--- src/rtl/pcp_pkg.sv ---
`default_nettype none

package pcp_pkg;

    // Pool geometry
    localparam int NUM_PIPES  = 16;
    localparam int RING_BYTES = 1024;
    localparam int MAX_READ   = 64;

    // Transaction field widths
    localparam int ACTION_W = 3;
    localparam int PIPE_W   = 4;
    localparam int BYTE_W   = 8;
    localparam int RLEN_W   = 7;
    localparam int STATUS_W = 3;

    // Derived widths
    localparam int SLOT_W    = (NUM_PIPES > 1) ? $clog2(NUM_PIPES) : 1;
    localparam int POS_W     = $clog2(RING_BYTES);
    localparam int FILL_W    = $clog2(RING_BYTES + 1);
    localparam int LEN_W     = $clog2(MAX_READ + 1);
    localparam int MEM_AW    = SLOT_W + POS_W;
    localparam int MEM_DEPTH = NUM_PIPES * (2 ** POS_W);

    // Command queue and result queue depths (powers of two)
    localparam int CQ_DEPTH = 2;
    localparam int CQ_AW    = $clog2(CQ_DEPTH);
    localparam int CQ_CW    = $clog2(CQ_DEPTH + 1);
    localparam int OQ_DEPTH = 2;
    localparam int OQ_AW    = $clog2(OQ_DEPTH);
    localparam int OQ_CW    = $clog2(OQ_DEPTH + 1);

    // Action codes
    localparam logic [ACTION_W-1:0] ACT_CREATE   = 3'd0;
    localparam logic [ACTION_W-1:0] ACT_WRITE    = 3'd1;
    localparam logic [ACTION_W-1:0] ACT_READ     = 3'd2;
    localparam logic [ACTION_W-1:0] ACT_CLOSE_RD = 3'd3;
    localparam logic [ACTION_W-1:0] ACT_CLOSE_WR = 3'd4;

    // Status codes
    localparam logic [STATUS_W-1:0] ST_OK     = 3'd0;
    localparam logic [STATUS_W-1:0] ST_EOS    = 3'd1;
    localparam logic [STATUS_W-1:0] ST_BLOCK  = 3'd2;
    localparam logic [STATUS_W-1:0] ST_BAD    = 3'd3;
    localparam logic [STATUS_W-1:0] ST_BROKEN = 3'd4;
    localparam logic [STATUS_W-1:0] ST_FULL   = 3'd5;
    localparam logic [STATUS_W-1:0] ST_NONE   = 3'd6;

    typedef logic [SLOT_W-1:0] t_slot;
    typedef logic [POS_W-1:0]  t_pos;
    typedef logic [FILL_W-1:0] t_fill;
    typedef logic [LEN_W-1:0]  t_len;

    // Command kind after front-end decode
    typedef enum logic [2:0] {
        K_CREATE,
        K_WRITE,
        K_READ,
        K_CLOSE_RD,
        K_CLOSE_WR,
        K_BAD
    } t_kind;

    typedef struct packed {
        t_kind             kind;
        t_slot             slot;
        logic [BYTE_W-1:0] wbyte;
        t_len              len;
    } t_cmd;

    typedef struct packed {
        logic [STATUS_W-1:0] status;
        logic [BYTE_W-1:0]   read_byte;
        logic [PIPE_W-1:0]   created_pipe;
        logic                last;
    } t_rsp;

endpackage

`default_nettype wire

--- src/rtl/pcp_if.sv ---
`default_nettype none

// Request channel
interface pcp_req_if import pcp_pkg::*; ();
    logic                valid;
    logic                ready;
    logic [ACTION_W-1:0] action;
    logic [PIPE_W-1:0]   pipe_index;
    logic [BYTE_W-1:0]   write_byte;
    logic [RLEN_W-1:0]   read_length;

    modport source (output valid, action, pipe_index, write_byte, read_length,
                    input ready);
    modport sink   (input valid, action, pipe_index, write_byte, read_length,
                    output ready);
endinterface


`default_nettype wire

--- src/rtl/pcp_front.sv ---
`default_nettype none

module pcp_front import pcp_pkg::*; (
    input  wire logic  i_clk,
    input  wire logic  i_rst_n,
    pcp_req_if.sink    i_req,
    output t_cmd       o_cmd,
    output logic       o_cmd_valid,
    input  wire logic  i_cmd_ready
);

    t_cmd             r_q [CQ_DEPTH];
    logic [CQ_AW-1:0] r_wp;
    logic [CQ_AW-1:0] r_rp;
    logic [CQ_CW-1:0] r_cnt;

    t_cmd n_cmd;
    logic idx_ok;
    logic push;
    logic pop;

    assign i_req.ready = (r_cnt != CQ_CW'(CQ_DEPTH));
    assign push        = i_req.valid & i_req.ready;
    assign o_cmd_valid = (r_cnt != '0);
    assign pop         = o_cmd_valid & i_cmd_ready;
    assign o_cmd       = r_q[r_rp];

    // Decode the transaction into a command; static range checks happen here
    always_comb begin
        idx_ok      = (32'(i_req.pipe_index) < NUM_PIPES);
        n_cmd.slot  = t_slot'(i_req.pipe_index);
        n_cmd.wbyte = i_req.write_byte;
        if (i_req.read_length == '0) begin
            n_cmd.len = LEN_W'(1);
        end else if (32'(i_req.read_length) > MAX_READ) begin
            n_cmd.len = LEN_W'(MAX_READ);
        end else begin
            n_cmd.len = LEN_W'(i_req.read_length);
        end
        unique case (i_req.action)
            ACT_CREATE:   n_cmd.kind = K_CREATE;
            ACT_WRITE:    n_cmd.kind = idx_ok ? K_WRITE    : K_BAD;
            ACT_READ:     n_cmd.kind = idx_ok ? K_READ     : K_BAD;
            ACT_CLOSE_RD: n_cmd.kind = idx_ok ? K_CLOSE_RD : K_BAD;
            ACT_CLOSE_WR: n_cmd.kind = idx_ok ? K_CLOSE_WR : K_BAD;
            default:      n_cmd.kind = K_BAD;
        endcase
    end

    // Queue pointers
    always_ff @(posedge i_clk) begin
        if (!i_rst_n) begin
            r_wp  <= '0;
            r_rp  <= '0;
            r_cnt <= '0;
        end else begin
            if (push) r_wp <= r_wp + CQ_AW'(1);
            if (pop)  r_rp <= r_rp + CQ_AW'(1);
            r_cnt <= r_cnt + CQ_CW'(push) - CQ_CW'(pop);
        end
    end

    // Queue storage
    always_ff @(posedge i_clk) begin
        if (push) r_q[r_wp] <= n_cmd;
    end

endmodule

`default_nettype wire

--- src/flat_wrapper.sv ---
// flat-port wrapper written by rule: the top's interface ports become plain ports
module pcp_front_flat import pcp_pkg::*;
  (i_clk, i_rst_n, o_cmd, o_cmd_valid, i_cmd_ready, i_req_valid, i_req_action, i_req_pipe_index, i_req_write_byte, i_req_read_length, i_req_ready);
  pcp_req_if i_req_i ();
  input  wire logic i_clk;
  input  wire logic i_rst_n;
  output t_cmd o_cmd;
  output logic o_cmd_valid;
  input  wire logic i_cmd_ready;
  input wire logic [$bits(i_req_i.valid)-1:0] i_req_valid;
  input wire logic [$bits(i_req_i.action)-1:0] i_req_action;
  input wire logic [$bits(i_req_i.pipe_index)-1:0] i_req_pipe_index;
  input wire logic [$bits(i_req_i.write_byte)-1:0] i_req_write_byte;
  input wire logic [$bits(i_req_i.read_length)-1:0] i_req_read_length;
  output wire logic [$bits(i_req_i.ready)-1:0] i_req_ready;
  assign i_req_i.valid = i_req_valid;
  assign i_req_i.action = i_req_action;
  assign i_req_i.pipe_index = i_req_pipe_index;
  assign i_req_i.write_byte = i_req_write_byte;
  assign i_req_i.read_length = i_req_read_length;
  assign i_req_ready = i_req_i.ready;
  pcp_front u_core (.i_clk(i_clk), .i_rst_n(i_rst_n), .i_req(i_req_i), .o_cmd(o_cmd), .o_cmd_valid(o_cmd_valid), .i_cmd_ready(i_cmd_ready));
endmodule
--- config.mk ---
export PLATFORM = sky130hd
export DESIGN_NAME = pcp_front_flat
export DESIGN_NICKNAME = d
export VERILOG_FILES = /design/src/rtl/pcp_pkg.sv /design/src/rtl/pcp_if.sv /design/src/rtl/pcp_front.sv /design/src/flat_wrapper.sv
export SDC_FILE = /design/constraint.sdc
export NUM_CORES = 1
export LEC_CHECK = 0
export BUFFER_PORTS_ARGS = -buffer_cell sky130_fd_sc_hd__buf_2
export CAP_MARGIN = 0
export CORE_ASPECT_RATIO = 0.9
export CORE_MARGIN = 3
export CORE_UTILIZATION = 40
export CTS_BUF_LIST = sky130_fd_sc_hd__clkbuf_8
export CTS_CLUSTER_SIZE = 10
export DETAILED_ROUTE_END_ITERATION = 10
export HOLD_SLACK_MARGIN = 0.02
export RECOVER_POWER = 100
export SKIP_CTS_REPAIR_TIMING = 1
export SLEW_MARGIN = 20
export SYNTH_ARGS = -nofsm -noshare
export SYNTH_HDL_FRONTEND = slang
export SYNTH_SLANG_ARGS = --single-unit
export TNS_END_PERCENT = 10
--- constraint.sdc ---
create_clock -name i_clk -period 3.7 [get_ports i_clk]
set_input_delay 0.74 -clock i_clk [delete_from_list [all_inputs] [get_ports i_clk]]
set_output_delay 0.74 -clock i_clk [all_outputs]
set_load 0.01 [all_outputs]
After elaboration in Yosys (flattened, before gate mapping)

Memories as Yosys holds them, arrays and structs flattened. A register that Yosys moved wholly into a read port is not among the register bits.
Cells that the tools add are included.

Register bits: 4
Bits in writable memories: 44
Input port bits: 26
Word-level logic and storage cells: 26
Memories: 1

$add $sub $neg: 4
Magnitude comparators: 1
Equal/unequal tests: 5
Mux-type cells: 7
Bitwise gates (word level): 2
Reduce and logical (&&, ||, !) cells: 3

Memory list:

| memory     | depth | width | read ports | clocked after Yosys merged registers in | wr ports | RTL line        | source |
|---|---|---|---|---|---|---|---|
| u_core.r_q | 2     | 22    | 1          | 1                                       | 1        | pcp_front.sv:12 | `t_cmd r_q [CQ_DEPTH];` |

Operator list:

| cell                                                | number |
|---|---|
| case mux 3 bit (5 select lines)                     | 1 |
| two-way mux 7 bit                                   | 2 |
| > comparator 7 bit, second input constant           | 1 |
| logical NOT 7 bit                                   | 1 |
| equality test 3 x 2 -> 1 bit, second input constant | 2 |
| two-way mux 1 bit                                   | 4 |
| equality test 3 x 1 -> 1 bit, second input constant | 1 |
| equality test 3 bit, second input constant          | 1 |
| logical NOT 3 bit                                   | 1 |
| adder 1 bit, second input constant                  | 2 |
| adder 2 x 1 -> 2 bit                                | 1 |
| bitwise AND 1 bit                                   | 2 |
| inequality test 2 bit, second input constant        | 1 |
| nonzero test 2 bit                                  | 1 |
| subtractor 2 x 1 -> 2 bit                           | 1 |

Longest topological paths before layout

Gate-level depths: netlist (run 1).

Word-level depth: 4
Gate-level depth with buffers: 7
Mapped depth without buffers: 7

Worst setup path before layout (run 1)

No wires, ideal clock.

Kind: in2reg
Start point: input port i_cmd_ready
End point: register u_core.r_cnt[1]
Library setup time: 115 ps
Arrival: 1700 ps
Slack: 1885 ps
Stages: 7
Cells stage by stage: o21a_4 > ha_1 > inv_1 > ha_1 > xnor2_1 > xnor2_1 > and2_1

Word-level cells in the longest chain between the ends: 2

RTL lines:

| item                      | RTL line          | source |
|---|---|---|
| start: declaration        | flat_wrapper.sv:9 | `input wire logic i_cmd_ready;` |
| bitwise AND 1 bit         | pcp_front.sv:25   | `assign pop = o_cmd_valid & i_cmd_ready;` |
| subtractor 2 x 1 -> 2 bit | pcp_front.sv:59   | `r_cnt <= r_cnt + CQ_CW'(push) - CQ_CW'(pop);` |
| end signal: assignment    | pcp_front.sv:59   |  |
| end: declaration          | pcp_front.sv:15   | `logic [CQ_CW-1:0] r_cnt;` |

Every way passes these cells.
A chain may end at the register's enable or synchronous reset.

Worst setup path in the final report (run 1)

Start point: input port i_req_valid
End point: memory u_core.r_q[0][14] (netlist name) (enable)

Word-level cells in the longest chain between the ends: 3

RTL lines:

| item                                    | RTL line           | source |
|---|---|---|
| start: declaration                      | flat_wrapper.sv:10 | `input wire logic [$bits(i_req_i.valid)-1:0] i_req_valid;` |
| bitwise AND 1 bit                       | pcp_front.sv:23    | `assign push = i_req.valid & i_req.ready;` |
| net u_core.push                         | pcp_front.sv:19    | `logic push;` |
| two-way mux 1 bit                       | pcp_front.sv:65    | `if (push) r_q[r_wp] <= n_cmd;` |
| two-way mux 1 bit (implied by the code) | pcp_front.sv:65    |  |
| end: declaration                        | pcp_front.sv:12    |  |

The timed path passes the listed nets, and every way through them passes these cells.

==> impl_metrics.ini, run 1 <==
[outcome]
violations = capacitance limit, slew limit
status = finished, violations left

[timing]
fin_skew_ns = 0.00388
max_slew_margin_pct = -33.8
clock.fmax_mhz = 367
rsz0062_at_grt = false
worstMarginPinSlew_ns = 2.00
setup_viol = 0
fin_crit_ns = 2.72
drv_slew = 23
finalCritPeriodShare_pct = 73.6
setup_tns_ns = 0
hold_violations = 0

[detailed_routing]
vias = 1024
routedWlPerCell_um = 14.7
ant_nets = 0
firstDrtPassIters = 4
drt_iter0_drc = 27
totalWireLength_mm = 3.27
viasPerCell = 4.61
drc = 0

[critical_path]
worstPathArrival_ns = 2.60
critPathLaunchType = primary input
critPathTopFamily = simple AND/OR/NAND/NOR gates
path_cells = buf_2 -> and2_0 -> nor2b_1
path_class = primary input to register
worstPathRequired_ns = 3.58
cp_max_fo = 22
cp_slowest_stage_delay_ns = 1.53
path_buf_inv = 1
slowest_stage = nor2b_1
end_kind = register

[clocking]
clock_latency_ns = 0.29
path_clk_slew_ns = 0.08
cts_htree_levels = 2
cts_tree = yes
clock_path_buffers = 2
clkSinkCount = 49
cts_buffers = 5
root_buffer = clkbuf_8

[floorplanning]
start_util_pct = 43.3
io_pins = 50
die_w_um = 80.7
rows = 23
die_h_um = 73.2
dieArea_mm2 = 0.00591
core_area_mm2 = 0.00463

[logic_synthesis]
avgSynthCellArea_um2 = 18.9
ys_types = 25
synth-seq-area-share_pct = 70.8
ys.warnings.count = 0
synth_flop_cell = edfxtp_1
synth_area_mm2 = 0.00201
synthArstFlopShare_pct = 0
syn-num-nets = 134
yosys_register_bits = 49
netlist_instances = 106
synth_edf_count = 44

[pwr]
p_leak_nw = 0.841
ir_drop_uv = 364
power_w = 0.00142
powerDensity_mw_per_mm2 = 624

[place]
portBuffers = 49
dpl.cell_count = 214
globalplace.congestion = 0.655
dp_hpwl_mm = 2.29

[finish]
multiInputGateArea_um2 = 454
syn_to_final_growth_pct = 13.5
stdcell_count = 222
nets = 187
antenna-diode-count = 0
register_area_mm2 = 0.00142
n_fill_cell = 421
fin_util_pct = 49.2
drive_above_1_share_pct = 29.4

[run]
cap_viol_max_count = 1

[global_route]
grt_max_degree = 23
grt_pass1_wl_mm = 5.13
antenna_found_initial = 0
gr-total-overflow = 0
grt_use_total_pct = 11.9
grt_pass1_vias = 1124

[hold_path]
hp-class = register to register
-- registers in the layout, summed over array words and instances, names as in the netlist, named ones only --
register,cells
u_core.r_q,44
u_core.r_cnt,2
u_core.r_rp,1
u_core.r_wp,1
-- synthesized netlist by cell type, types with 2 or more instances --
| library cell | number | area share (%) |
|---|---|---|
| edfxtp_1 | 44 | 66 |
| mux2_4 | 20 | 15 |
| nor2b_1 | 8 | 2.5 |
| dfxtp_1 | 5 | 5.0 |
| and2_1 | 2 | 0.62 |
| buf_6 | 2 | 1.1 |
| clkbuf_1 | 2 | 0.37 |
| ha_1 | 2 | 1.2 |
| inv_1 | 2 | 0.37 |
| mux2_1 | 2 | 1.1 |
| nor2_1 | 2 | 0.37 |
| xnor2_1 | 2 | 0.87 |
-- tightest hold or removal path: stages, from the launching register on --
cell,delay (ns)
dfxtp_1,0.33
nand2_1,0.07
o21ai_2,0.05
-- area by class of cell --
| class | instances | share of cell area, % |
|---|---|---|
| clock inverter | 3 | 0.549 |
| timing repair buffer | 50 | 10.4 |
| inverter | 2 | 0.329 |
| clock buffer | 5 | 3.02 |
| sequential | 49 | 62.4 |
| tap | 62 | 3.40 |
| multi-input combinational | 51 | 19.9 |
-- stage by stage --
stage          cell area [um2]  setup WS, ns  hold WS, ns
2_1_floorplan             2010          1.88        0.489
3_3_place_gp              2310          1.62        0.497
3_5_place_dp              2310          1.52        0.515
4_1_cts                   2390          1.36        0.526
5_1_grt                   2280         0.676        0.527
6_report                  2280         0.978        0.489
-- path summary, 6_finish.rpt --
path	from	to	slack [ns]	depth (start not counted)
max	i_req_valid	u_core.r_q[0][14]	0.98	3
min	u_core.r_wp	u_core.r_wp	0.49	2
max reg2reg	u_core.r_cnt[0]	u_core.r_q[0][14]	0.98	3
min reg2reg	u_core.r_wp	u_core.r_wp	0.49	2
-- routing by layer --
| layer | GRT usage, % | wire length [um] |
|---|---|---|
| met4 | 5.63 | 46 |
| met5 | 0 | 0 |
| met3 | 3.70 | 198 |
| met2 | 20.8 | 1680 |
| met1 | 13.3 | 1340 |
-- placed cells by master, fill, tap and decap left out, drive strengths merged, types with 2 or more instances in the layout --
cell	instances
edfxtp	44
clkinv	3
ha	2
buf	37
xnor2	3
nor2	2
and2	3
dfxtp	5
inv	2
clkbuf	18
nor2b	9
mux2	22
-- kinds of logic after synthesis --
family	share of synthesized area, %
flip-flops	70.8
XOR/XNOR	1.68
adder cells (fa/ha/maj)	1.25
buffers and inverters	1.87
AO/OA/AOI/OAI	1.81
AND/OR/NAND/NOR	6.54
multiplexers	16.1
-- where the power goes --
group / total, W / internal, W / switching (W)
clock network: 0.000286 / 0.000127 / 0.000158
registers: 0.000738 / 0.000709 / 0.0000299
logic: 0.000397 / 0.000179 / 0.000218
Power figures use the tool's default switching activity.
==> run 2: changes to the inputs <==
- PLACE_DENSITY: default -> 0.65
- clock period: 3.7 -> 2.3 ns (I/O delays scaled with it)
==> impl_metrics.ini, run 2 (synthesized netlist as in run 1, its figures left out) <==
[outcome]
status = complete, no violations

[pwr]
seq_power_share_pct = 50.2
pwr-share-clk_pct = 21.9
swShare_pct = 28.9
comb_power_share_pct = 27.9
power_w = 0.00237
intPower_w = 0.00168
ir_drop_uv = 473
powerDensity_mw_per_mm2 = 1020
p_leak_nw = 0.868
p_switching_w = 0.000683

[hold_path]
worstHoldPathCells = 1
whs_endpoint = u_core.r_q[1][8]
hp-class = primary input to register
min_from = i_req_write_byte[1]

[global_route]
grt_pass1_wl_mm = 5.15
grt_max_degree = 23
antenna_found_initial = 0
gr-total-overflow = 0
grt_use_total_pct = 12.0
grt_pass1_vias = 1072

[floorplanning]
core_area_mm2 = 0.00463
rows = 23
dieArea_mm2 = 0.00591
die_w_um = 80.7
io_pins = 50
die_h_um = 73.2
start_util_pct = 43.3

[timing]
hold_violations = 0
worstMarginPinSlew_ns = 0.681
timing.hold.ws_ns = 0.350
drv_slew = 0
clock.fmax_mhz = 499
setup_tns_ns = 0
rsz0062_at_grt = false
fin_skew_ns = 0.00631
setup_viol = 0
finalCritPeriodShare_pct = 87.2
fin_crit_ns = 2.01
max_slew_margin_pct = 54.5

[finish]
drive_above_1_share_pct = 33.5
n_fill_cell = 423
fin_util_pct = 50.0
antenna-diode-count = 0
nets = 188
reg.largest.list = u_core.r_q: 44 flops, u_core.r_cnt: 2 flops
multiInputGateArea_um2 = 472
final_common_cell = edfxtp_1
syn_to_final_growth_pct = 15.5
largest_reg_flops = 44
register_area_mm2 = 0.00142
design_area_mm2 = 0.00232
regMostFlops = u_core.r_q
layout_common_cells = 44 x edfxtp_1, 38 x buf_2, 20 x mux2_1

[clocking]
root_buffer = clkbuf_8
cts_buffers = 5
clock_path_buffers = 2
cts_tree = yes
cts_htree_levels = 2
clock_latency_ns = 0.29
path_clk_slew_ns = 0.09
clkSinkCount = 49

[place]
portBuffers = 49
globalplace.congestion = 0.646
place_area_mm2 = 0.00232
dp_hpwl_mm = 2.34

[critical_path]
rrSetupSlack_ns = 0.53
regToRegStartpoint = u_core.r_cnt[0]
cp_max_fo = 20
critPathLaunchType = register
path_class = register to primary output
end_kind = primary output
rr_worst_depth = 3
worstPathArrival_ns = 1.55
worstPathRequired_ns = 1.84
r2r-end = u_core.r_q[0][10]

[detailed_routing]
firstDrtPassIters = 4
drt_iter0_drc = 40
totalWireLength_mm = 3.35
drc = 0
routedWlPerCell_um = 15.0
ant_nets = 0
viasPerCell = 4.64
vias = 1034

[run]
cap_viol_max_count = 0
==> run 2: metal layers <==
layer,vias up,GRT usage (%),share of wire [%]
met4,0,6.38,1.3
met2,34,19.3,48
met5,-,0,0
met1,496,14.4,44
li1,500,-,-
met3,4,3.70,7.0
==> run 2: layout make-up <==
class / instances / share of cell area (%)
tap: 62 / 3.35
clock inverter: 2 / 0.594
clock buffer: 6 / 3.56
multi-input combinational: 51 / 20.3
sequential: 49 / 61.3
inverter: 2 / 0.324
timing repair buffer: 51 / 10.5
==> run 2: metrics by stage <==
stage | cells | setup WS, ns
floorplan | 106 | 0.765
detailed placement | 215 | 0.565
global route | 223 | 0.214
finish | 223 | 0.294
CTS | 223 | 0.277
global placement | 215 | 0.639
==> run 2: critical path, stage by stage (launching register included) <==
cell and delay, ns:
dfxtp_1 0.37, clkbuf_4 0.35, mux2_1 0.38, buf_2 0.15
==> run 2: worst max path at each step <==
| stage | startpoint | to | slack (ns) | depth (start not counted) |
|---|---|---|---|---|
| global route | register | o_cmd[20] | 0.21 | 3 |
| finish | register | o_cmd[20] | 0.29 | 3 |
| floorplan | i_cmd_ready | u_core.r_cnt[1] | 0.76 | 7 |
| CTS | register | o_cmd[0] | 0.28 | 3 |
| global placement | i_req_valid | u_core.r_q[0][10] | 0.64 | 3 |
| detailed placement | i_cmd_ready | u_core.r_cnt[1] | 0.57 | 8 |
==> run 2: power groups by stage <==
stage | Combinational (W) | Sequential, W | Clock [W]
6_report | 0.000661 | 0.00119 | 0.000518
5_1_grt | 0.000731 | 0.00120 | 0.000568
4_1_cts | 0.000813 | 0.00120 | 0.000533
3_5_place_dp | 0.000810 | 0.00122 | 0
3_3_place_gp | 0.000792 | 0.00121 | 0
2_1_floorplan | 0.000581 | 0.00120 | 0
